===== src/dss_pkg.sv =====
`timescale 1ns / 1ps
// Shared types and codes for the dual stack block.
// No dependencies.
package dss_pkg;

  localparam int unsigned DEPTH_DEFAULT = 128;
  localparam int unsigned WORD_W = 32;

  localparam logic [1:0] CMD_PUSH = 2'd0;
  localparam logic [1:0] CMD_POP  = 2'd1;
  localparam logic [1:0] CMD_PEEK = 2'd2;

  localparam logic [1:0] ST_OK    = 2'd0;
  localparam logic [1:0] ST_FULL  = 2'd1;
  localparam logic [1:0] ST_EMPTY = 2'd2;

  typedef struct packed {
    logic [1:0]               command;
    logic                     side;
    logic signed [WORD_W-1:0] value;
  } in_word_t;

  typedef struct packed {
    logic signed [WORD_W-1:0] data;
    logic [1:0]               status;
    logic                     lower_empty;
    logic                     upper_empty;
    logic                     store_full;
  } out_word_t;

  typedef struct packed {
    logic       wr;
    logic       rd;
    logic [1:0] status;
    logic       lower_empty;
    logic       upper_empty;
    logic       store_full;
  } op_t;

  localparam int unsigned OP_W = $bits(op_t);

endpackage


===== src/dss_front.sv =====
`timescale 1ns / 1ps
// Front end: stack counters, classification and address generation.
// Depends on dss_pkg.
module dss_front #(
  parameter int unsigned DEPTH = dss_pkg::DEPTH_DEFAULT,
  parameter int unsigned AW    = $clog2(DEPTH)
) (
  input  logic                      clk_i,
  input  logic                      rst_ni,
  input  logic                      accept_i,
  input  dss_pkg::in_word_t         in_word_i,
  output dss_pkg::op_t              op_o,
  output logic [AW-1:0]             addr_o,
  output logic [dss_pkg::WORD_W-1:0] value_o
);
  import dss_pkg::*;

  localparam int unsigned CW = $clog2(DEPTH + 1);
  localparam logic [CW-1:0] DEPTH_C = CW'(DEPTH);
  localparam logic [CW-1:0] ONE_C = CW'(1);

  logic [CW-1:0] lower_q, lower_d, upper_q, upper_d;
  logic [CW-1:0] count_sel, addr_full;
  logic [CW:0]   sum_now, sum_next;
  logic          full_now;

  always_comb begin
    lower_d   = lower_q;
    upper_d   = upper_q;
    op_o      = '0;
    addr_full = '0;
    sum_now   = {1'b0, lower_q} + {1'b0, upper_q};
    full_now  = (sum_now >= {1'b0, DEPTH_C});
    count_sel = in_word_i.side ? upper_q : lower_q;
    op_o.status = ST_OK;
    case (in_word_i.command)
      CMD_PUSH: begin
        if (full_now) begin
          op_o.status = ST_FULL;
        end else if (!in_word_i.side) begin
          op_o.wr   = 1'b1;
          addr_full = lower_q;
          lower_d   = lower_q + ONE_C;
        end else begin
          op_o.wr   = 1'b1;
          addr_full = DEPTH_C - ONE_C - upper_q;
          upper_d   = upper_q + ONE_C;
        end
      end
      CMD_POP, CMD_PEEK: begin
        if (count_sel == '0) begin
          op_o.status = ST_EMPTY;
        end else begin
          op_o.rd   = 1'b1;
          addr_full = in_word_i.side ? (DEPTH_C - upper_q) : (lower_q - ONE_C);
          if (in_word_i.command == CMD_POP) begin
            if (in_word_i.side) begin
              upper_d = upper_q - ONE_C;
            end else begin
              lower_d = lower_q - ONE_C;
            end
          end
        end
      end
      default: begin
      end
    endcase
    sum_next         = {1'b0, lower_d} + {1'b0, upper_d};
    op_o.lower_empty = (lower_d == '0);
    op_o.upper_empty = (upper_d == '0);
    op_o.store_full  = (sum_next >= {1'b0, DEPTH_C});
  end

  assign addr_o  = addr_full[AW-1:0];
  assign value_o = in_word_i.value;

  always_ff @(posedge clk_i or negedge rst_ni) begin
    if (!rst_ni) begin
      lower_q <= '0;
      upper_q <= '0;
    end else if (accept_i) begin
      lower_q <= lower_d;
      upper_q <= upper_d;
    end
  end

endmodule


===== src/dss_queue.sv =====
`timescale 1ns / 1ps
// Two-entry queue between front and back ends.
// Does not depend on dss_pkg; its width comes from the caller.
module dss_queue #(
  parameter int unsigned WIDTH = 8
) (
  input  logic             clk_i,
  input  logic             rst_ni,
  input  logic             push_i,
  input  logic [WIDTH-1:0] push_data_i,
  output logic             full_o,
  output logic             valid_o,
  input  logic             pop_i,
  output logic [WIDTH-1:0] pop_data_o
);

  logic [WIDTH-1:0] ent_q [2];
  logic             wr_ptr_q, rd_ptr_q;
  logic [1:0]       count_q;

  assign full_o     = (count_q == 2'd2);
  assign valid_o    = (count_q != 2'd0);
  assign pop_data_o = ent_q[rd_ptr_q];

  always_ff @(posedge clk_i) begin
    if (push_i) begin
      ent_q[wr_ptr_q] <= push_data_i;
    end
  end

  always_ff @(posedge clk_i or negedge rst_ni) begin
    if (!rst_ni) begin
      wr_ptr_q <= 1'b0;
      rd_ptr_q <= 1'b0;
      count_q  <= 2'd0;
    end else begin
      if (push_i) begin
        wr_ptr_q <= ~wr_ptr_q;
      end
      if (pop_i) begin
        rd_ptr_q <= ~rd_ptr_q;
      end
      if (push_i && !pop_i) begin
        count_q <= count_q + 2'd1;
      end else if (pop_i && !push_i) begin
        count_q <= count_q - 2'd1;
      end
    end
  end

endmodule


===== src/dss_back.sv =====
`timescale 1ns / 1ps
// Back end: shared word memory, read stage and output register.
// Depends on dss_pkg.
module dss_back #(
  parameter int unsigned DEPTH = dss_pkg::DEPTH_DEFAULT,
  parameter int unsigned AW    = $clog2(DEPTH)
) (
  input  logic                       clk_i,
  input  logic                       rst_ni,
  input  logic                       q_valid_i,
  output logic                       q_pop_o,
  input  dss_pkg::op_t               op_i,
  input  logic [AW-1:0]              addr_i,
  input  logic [dss_pkg::WORD_W-1:0] value_i,
  output logic                       out_valid_o,
  input  logic                       out_stall_i,
  output dss_pkg::out_word_t         out_word_o
);
  import dss_pkg::*;

  logic [WORD_W-1:0] mem [DEPTH];
  logic [WORD_W-1:0] rd_q;
  logic              s1_valid_q;
  op_t               s1_op_q;
  logic              out_valid_q;
  out_word_t         out_word_q;
  logic              move, issue;

  assign move    = s1_valid_q && (!out_valid_q || !out_stall_i);
  assign issue   = q_valid_i && (!s1_valid_q || move);
  assign q_pop_o = issue;

  always_ff @(posedge clk_i) begin
    if (issue && op_i.wr) begin
      mem[addr_i] <= value_i;
    end
    if (issue && op_i.rd) begin
      rd_q <= mem[addr_i];
    end
  end

  always_ff @(posedge clk_i) begin
    if (issue) begin
      s1_op_q <= op_i;
    end
    if (move) begin
      out_word_q.data        <= s1_op_q.rd ? rd_q : '0;
      out_word_q.status      <= s1_op_q.status;
      out_word_q.lower_empty <= s1_op_q.lower_empty;
      out_word_q.upper_empty <= s1_op_q.upper_empty;
      out_word_q.store_full  <= s1_op_q.store_full;
    end
  end

  always_ff @(posedge clk_i or negedge rst_ni) begin
    if (!rst_ni) begin
      s1_valid_q  <= 1'b0;
      out_valid_q <= 1'b0;
    end else begin
      if (issue) begin
        s1_valid_q <= 1'b1;
      end else if (move) begin
        s1_valid_q <= 1'b0;
      end
      if (move) begin
        out_valid_q <= 1'b1;
      end else if (!out_stall_i) begin
        out_valid_q <= 1'b0;
      end
    end
  end

  assign out_valid_o = out_valid_q;
  assign out_word_o  = out_word_q;

endmodule


===== src/dual_stack_shared_memory.sv =====
`timescale 1ns / 1ps
// Two stacks in one word memory; lower grows up, upper grows down.
// An accepted word passes through the queue, the read stage and the output register.
// One word per cycle while out_stall_i stays low; the single memory port serves one op per cycle.
// Reset clears both stack counts, the queue and the output stage.
// The word memory is not cleared; only written entries are ever read.
module dual_stack_shared_memory #(
  parameter int unsigned DEPTH = dss_pkg::DEPTH_DEFAULT
) (
  input  logic               clk_i,
  input  logic               rst_ni,
  input  logic               in_valid_i,
  output logic               in_stall_o,
  input  dss_pkg::in_word_t  in_word_i,
  output logic               out_valid_o,
  input  logic               out_stall_i,
  output dss_pkg::out_word_t out_word_o
);
  import dss_pkg::*;

  localparam int unsigned AW = $clog2(DEPTH);
  localparam int unsigned QW = OP_W + AW + WORD_W;

  logic              accept, q_full, q_valid, q_pop;
  op_t               f_op, b_op;
  logic [AW-1:0]     f_addr, b_addr;
  logic [WORD_W-1:0] f_value, b_value;
  logic [QW-1:0]     q_in, q_out;

  assign in_stall_o = q_full;
  assign accept     = in_valid_i && !q_full;

  dss_front #(.DEPTH(DEPTH), .AW(AW)) u_front (
    .clk_i    (clk_i),
    .rst_ni   (rst_ni),
    .accept_i (accept),
    .in_word_i(in_word_i),
    .op_o     (f_op),
    .addr_o   (f_addr),
    .value_o  (f_value)
  );

  assign q_in = {f_op, f_addr, f_value};

  dss_queue #(.WIDTH(QW)) u_queue (
    .clk_i      (clk_i),
    .rst_ni     (rst_ni),
    .push_i     (accept),
    .push_data_i(q_in),
    .full_o     (q_full),
    .valid_o    (q_valid),
    .pop_i      (q_pop),
    .pop_data_o (q_out)
  );

  assign {b_op, b_addr, b_value} = q_out;

  dss_back #(.DEPTH(DEPTH), .AW(AW)) u_back (
    .clk_i      (clk_i),
    .rst_ni     (rst_ni),
    .q_valid_i  (q_valid),
    .q_pop_o    (q_pop),
    .op_i       (b_op),
    .addr_i     (b_addr),
    .value_i    (b_value),
    .out_valid_o(out_valid_o),
    .out_stall_i(out_stall_i),
    .out_word_o (out_word_o)
  );

endmodule

===== config.mk =====
export PLATFORM = sky130hd
export DESIGN_NAME = dual_stack_shared_memory
export DESIGN_NICKNAME = d
export VERILOG_FILES = /design/src/dss_pkg.sv /design/src/dss_front.sv /design/src/dss_queue.sv /design/src/dss_back.sv /design/src/dual_stack_shared_memory.sv
export SDC_FILE = /design/constraint.sdc
export NUM_CORES = 2
export LEC_CHECK = 0
export BUFFER_PORTS_ARGS = -buffer_cell sky130_fd_sc_hd__buf_4
export CAP_MARGIN = 20
export CORE_AREA = 2 2 571 800
export DETAILED_ROUTE_END_ITERATION = 7
export DIE_AREA = 0 0 573 802
export PLACE_DENSITY = 0.5
export REMOVE_ABC_BUFFERS = 1
export SETUP_SLACK_MARGIN = 0.1
export SLEW_MARGIN = 20
export SYNTH_ARGS = -nofsm -noshare
export SYNTH_HDL_FRONTEND = slang
export SYNTH_MEMORY_MAX_BITS = 65536
export SYNTH_SLANG_ARGS = --single-unit

===== constraint.sdc =====
create_clock -name clk_i -period 10.1 [get_ports clk_i]
set_input_delay 1.01 -clock clk_i [delete_from_list [all_inputs] [get_ports clk_i]]
set_output_delay 1.01 -clock clk_i [all_outputs]
set_load 0.03 [all_outputs]

=== Word-level counts from Yosys, hierarchy flattened ===
Memories as Yosys holds them, arrays and structs flattened. A register that Yosys moved wholly into a read port is not among the register bits.
Cells that the tools add are included.

* Add/subtract/negate cells: 10
* Magnitude comparators: 2
* Eq/ne operators: 4
* Mux-type cells: 35
* Bitwise gates (word level): 2
* Reduce and logical (&&, ||, !) cells: 23

{| class="wikitable"
|+ Operators with widths
! operator !! number
|-
| $mux 8 || 11
|-
| $pmux 8 s2 || 2
|-
| $mux 7 || 4
|-
| $logic_not 8->1 || 3
|-
| $add 8x8->9 || 2
|-
| $ge 9x8->1 const B || 2
|-
| $add 8x1->8 const B || 2
|-
| $sub 8x1->8 const B || 2
|-
| $pmux 7 s2 || 1
|-
| $mux 1 || 13
|-
| $logic_and 1x1->1 || 7
|-
| $sub 1x7->7 const A || 1
|-
| $sub 7x7->7 const A || 1
|-
| $logic_not 1->1 || 6
|-
| $mux 2 || 3
|-
| $reduce_bool 2->1 || 3
|-
| $eq 2x2->1 const B || 2
|-
| $pmux 2 s2 || 1
|-
| $add 2x1->2 const B || 1
|-
| $eq 2x1->1 const B || 1
|-
| $logic_not 2->1 || 1
|-
| $logic_or 1x1->1 || 2
|-
| $ne 2x1->1 const B || 1
|-
| $not 1->1 || 2
|-
| other kinds (2) || 2
|}

* Flip-flop bits (word level): 65
* RAM bits: 4188
* Output and inout bits: 39
* Word-level logic and storage cells: 95
* Memories: 2

{| class="wikitable"
|+ Memory list
! name !! words !! bits a word !! read ports !! clocked after memory_dff !! write ports !! line !! text
|-
| u_back.mem || 128 || 32 || 1 || 1 || 1 || dss_back.sv:21 || <nowiki>logic [WORD_W-1:0] mem [DEPTH];</nowiki>
|-
| u_queue.ent_q || 2 || 46 || 1 || 0 || 1 || dss_queue.sv:17 || <nowiki>logic [WIDTH-1:0] ent_q [2];</nowiki>
|}

=== Longest topological paths before layout ===
* Depth in word-level cells: 8
* Depth in mapped cells: 17
* Depth with buffers taken out: 16

=== By module ===
From an unflattened synthesis, not the netlist that was laid out.

* Cell total of the unflattened synthesis: 9869
* Area total of the unflattened synthesis: 165994.2 um2

{| class="wikitable"
|+ By module, submodules not included
! module !! instances !! cells each !! area an instance (um2)
|-
| dss_back || 1 || 9326 || 159490.5
|-
| dss_queue || 1 || 159 || 3632.2
|-
| dss_front || 1 || 383 || 2857.7
|-
| dual_stack_shared_memory || 1 || 1 || 13.8
|}

=== Worst setup path before layout ===
OpenSTA, ideal clock, no wires.

* Path kind: input port to flip-flop
* Start: in out_stall_i
* End: reg u_back.out_word_q (netlist bit u_back.out_word_o[0]) (enable)
* Library setup time: 488 ps
* Data arrival time: 3745 ps
* Path slack: 5867 ps
* Stages on the path: 1
* Cell sequence: a21boi_0

* Longest elaborated chain between the ends: 3

{| class="wikitable"
|+ Ends and longest elaborated chain
! item !! line !! text
|-
| start, declared || dual_stack_shared_memory.sv:16 || <nowiki>input logic out_stall_i,</nowiki>
|-
| $logic_not 1->1 || dss_back.sv:29 || <nowiki>assign move = s1_valid_q && (!out_valid_q || !out_stall_i);</nowiki>
|-
| $logic_or 1x1->1 || dss_back.sv:29 ||
|-
| $logic_and 1x1->1 || dss_back.sv:29 ||
|-
| end, declared || dss_back.sv:26 || <nowiki>out_word_t out_word_q;</nowiki>
|}

No other way between the ends.
A chain may end at the register's enable or synchronous reset.

=== Final worst setup path ===
* Start: reg u_queue.rd_ptr_q
* End: reg u_back.rd_q[8] (read register of u_back.mem), data pin

* Longest elaborated chain between the ends: 2

{| class="wikitable"
|+ Ends and longest elaborated chain
! item !! line !! text
|-
| start, declared || dss_queue.sv:18 || <nowiki>logic wr_ptr_q, rd_ptr_q;</nowiki>
|-
| start signal, assigned || dss_queue.sv:41 || <nowiki>rd_ptr_q <= ~rd_ptr_q;</nowiki>
|-
| $mem_v2 2x46 (*) || n/a ||
|-
| $logic_and 1x1->1 || dss_back.sv:37 || <nowiki>if (issue && op_i.rd) begin</nowiki>
|-
| end, declared || dss_back.sv:22 || <nowiki>logic [WORD_W-1:0] rd_q;</nowiki>
|}

Every way passes the cells marked *; elsewhere a longest branch is shown, timed or not.

==> results.json <==
{
  "status": "completed",
  "p_leak_nw": 56.49,
  "route.detailed.drc": 0,
  "grt_max_degree": 129,
  "drv_slew": 0,
  "p_int_mw": 34.16,
  "grt_pass1_vias": 88960,
  "root_buffer": "clkbuf_16",
  "dieArea_um2": 459500,
  "drt-total-wl_um": 593200,
  "port_buffers": 77,
  "die-height_um": 802,
  "seq_power_share_pct": 42.7,
  "synth_seq_cells": 4285,
  "fin_cells": 15730,
  "clockPowerShare_pct": 28.8,
  "track_usage_pct": 24.93,
  "rsz0062_at_grt": "no",
  "drtIter0Drc": 14980,
  "cts_tree": "built",
  "nets": 9339,
  "post_cts_buffers": 0,
  "setup_slack_ns": 3.396,
  "power_mw": 53.32,
  "routedWlPerCell_um": 37.71,
  "timing.final.crit_share_pct": 66.38,
  "synth_warnings": 0,
  "fin_crit_ns": 6.704,
  "setup-violations-final": 0,
  "fin_tns_setup_ns": 0,
  "maxCapViolations": 0,
  "crit_type": "reg -> reg",
  "switching_power_mw": 19.16,
  "worst-path-max-fanout": 41,
  "cp.required_ns": 10.70,
  "yosysUniqueCellTypes": 83,
  "grt_first_pass_wirelength_um": 793200,
  "num_rows": 293,
  "end_kind": "flop",
  "p_comb_share_pct": 28.5,
  "htreeDepth": 5,
  "design.core.area_um2": 453100,
  "gp_congestion": 0.8726,
  "area_growth_syn_to_layout_pct": 15.18,
  "preCtsSetupSlack_ns": 3.532,
  "fillCellCount": 40920,
  "grt_overflow": 0,
  "io-pin-count": 78,
  "die_x_um": 573,
  "power_density_nw_per_um2": 293.1,
  "dp.final_hpwl_um": 343100,
  "placed_cells": 14910,
  "drive_gt1_share_pct": 14.39,
  "drt-met1-wl_um": 220900,
  "skew_ns": 0.09369,
  "cp.arrival_ns": 7.30,
  "vdd_drop_max_v": 0.0002924,
  "clk_latency_ns": 0.99,
  "vias": 94240,
  "path_clk_slew_ns": 0.07,
  "worstMarginPinSlew_ns": 1.377,
  "firstDrtPassIters": 8,
  "wl_met3_um": 53050,
  "detail-route-antenna-nets": 0,
  "synth-edff-count": 4263,
  "avgViaCountPerCell": 5.991,
  "syn_inst": 8933,
  "switching_share_pct": 35.94,
  "max-slew-margin-rel_pct": 8.196,
  "dr.max_layer_used": "met5",
  "start_util_pct": 34.86,
  "placed_cell_area_um2": 168600,
  "crit_path_start_kind": "flop",
  "clkSinkCount": 4285,
  "synth_seq_area_share_pct": 81.40,
  "hp-class": "in -> reg",
  "cts_max_path_buffers": 4,
  "fmax_mhz": 149.2,
  "antenna_found_initial": 74,
  "hold_viol_final": 0,
  "syn_area_um2": 157900,
  "numCtsBuffers": 405,
  "synth-main-ff-cell": "edfxtp_1",
  "design_area_um2": 181900,
  "syn-mean-instance-area_um2": 17.68,
  "postSynth.asyncResetShare_pct": 0.5134,
  "met2_length_um": 280200
}
-- cell usage in the layout, fill, tap and decap left out, types with 83 or more instances in the layout --
| master | n |
|---|---|
| diode_2 | 83 |
| a22oi_1 | 1268 |
| nand2_1 | 675 |
| clkinv_1 | 90 |
| a21oi_1 | 232 |
| clkbuf_16 | 412 |
| a211oi_1 | 120 |
| a221oi_1 | 162 |
| buf_4 | 465 |
| o21ai_0 | 158 |
| nor2_4 | 130 |
| edfxtp_1 | 4263 |
| a31oi_1 | 99 |
| a22o_1 | 120 |
| nand3_1 | 174 |
| a222oi_1 | 181 |
-- synthesized netlist by cell type (all sizes together), types with 34 or more instances --
cell	n	share of area, %
nand3	174	0.55
nand2	685	1.6
and2	34	0.13
a22o	120	0.67
nand4	66	0.26
a22oi	1268	6.0
a31oi	106	0.42
a21oi	233	0.74
clkbuf	126	0.33
o21ai	212	0.67
a222oi	181	1.1
edfxtp	4263	81
nor3	51	0.16
a211oi	131	0.62
buf	448	1.5
nor2	213	0.51
a221oi	163	0.90
mux2	62	0.44
-- state kept, by name, indices dropped and copies added (netlist names) --
name / cells
u_back.out_valid_o: 1
u_front.upper_q: 8
u_queue.ent_q: 92
u_back.mem: 4096
u_queue.count_q: 2
u_queue.rd_ptr_q: 1
u_front.lower_q: 8
u_queue.wr_ptr_q: 1
u_back.out_word_o: 37
u_back.s1_valid_q: 1
u_back.rd_q: 32
u_back.s1_op_q: 6
-- stage by stage --
step	util [%]	hold WS, ns
6_report	40.15	0.2180
5_1_grt	40.14	0.1838
4_1_cts	40.09	0.1347
3_5_place_dp	37.20	0.4244
3_3_place_gp	37.15	0.4171
2_1_floorplan	-	0.4003
-- power groups by stage --
stage | Clock [mW] | Sequential [mW] | Combinational [mW]
2_1_floorplan | 0 | 23.1 | 7.43
3_3_place_gp | 0 | 23.1 | 14.8
3_5_place_dp | 0 | 23.1 | 15.0
4_1_cts | 15.5 | 22.7 | 15.0
5_1_grt | 16.2 | 22.8 | 15.5
6_report | 15.4 | 22.7 | 15.2
-- area by class of cell --
| type | instances | area [µm²] | area share (%) |
|---|---|---|---|
| Sequential cell | 4285 | 128600 | 70.67 |
| Inverter | 23 | 86.33 | 0.04745 |
| Antenna cell | 83 | 207.7 | 0.1142 |
| Multi-Input combinational cell | 4051 | 28110 | 15.45 |
| Timing Repair Buffer | 508 | 4304 | 2.366 |
| Tap cell | 6047 | 7566 | 4.159 |
| Clock buffer | 488 | 10630 | 5.840 |
| Clock inverter | 246 | 2461 | 1.353 |
-- critical path, cell delays in order, from the launching register on --
cell      delay (ns)
dfrtp_4         0.72
buf_4           0.67
or2b_4          0.34
o22a_4          0.67
buf_4           0.49
o22ai_1         0.15
o21ai_0         0.82
nand4_1         0.79
nor4_1          1.17
o311ai_0        0.45
-- cells by family after synthesis --
| kind of cell | after synthesis | synth area share, % |
|---|---|---|
| AO/OA/AOI/OAI | 2575 | 12.07 |
| adder cells (fa/ha/maj) | 26 | 0.2155 |
| multiplexers | 88 | 0.6092 |
| AND/OR/NAND/NOR | 1350 | 3.802 |
| XOR/XNOR | 12 | 0.06654 |
| buffers and inverters | 597 | 1.837 |
| flip-flops | 4285 | 81.40 |
-- final timing paths --
kind                                              startpoint                        endpoint  slack, ns  cells after the start
worst min register to register   u_back.s1_op_q[3]$_DFFE_PP_  u_back.out_word_o[3]$_DFFE_PP_       0.44                      0
min in group asynchronous                             rst_ni    u_queue.wr_ptr_q$_DFFE_PN0P_       0.53                      2
worst min-delay path                           in_word_i[13]  u_queue.ent_q[0][13]$_DFFE_PP_       0.22                      1
max in group asynchronous                             rst_ni  u_front.lower_q[4]$_DFFE_PN0P_       9.26                      2
worst max-delay path            u_queue.rd_ptr_q$_DFFE_PN0P_        u_back.rd_q[8]$_DFFE_PP_       3.40                      9
worst max register to register  u_queue.rd_ptr_q$_DFFE_PN0P_        u_back.rd_q[8]$_DFFE_PP_       3.40                      9
-- per-layer routing --
layer / GRT usage [%] / vias to the layer above
met1: 31.93 / 49910
li1: - / 37730
met3: 4.078 / 955
met2: 40.04 / 5633
met5: 0 / -
met4: 14.65 / 18
-- repair_timing --
| item | in CTS | in global routing |
|---|---|---|
| hold buffers | 1 | 0 |
| gates resized for setup | 0 | 0 |
| hold endpoints to repair | 22 | 0 |
No activity file was read; power rests on OpenSTA's default activity.
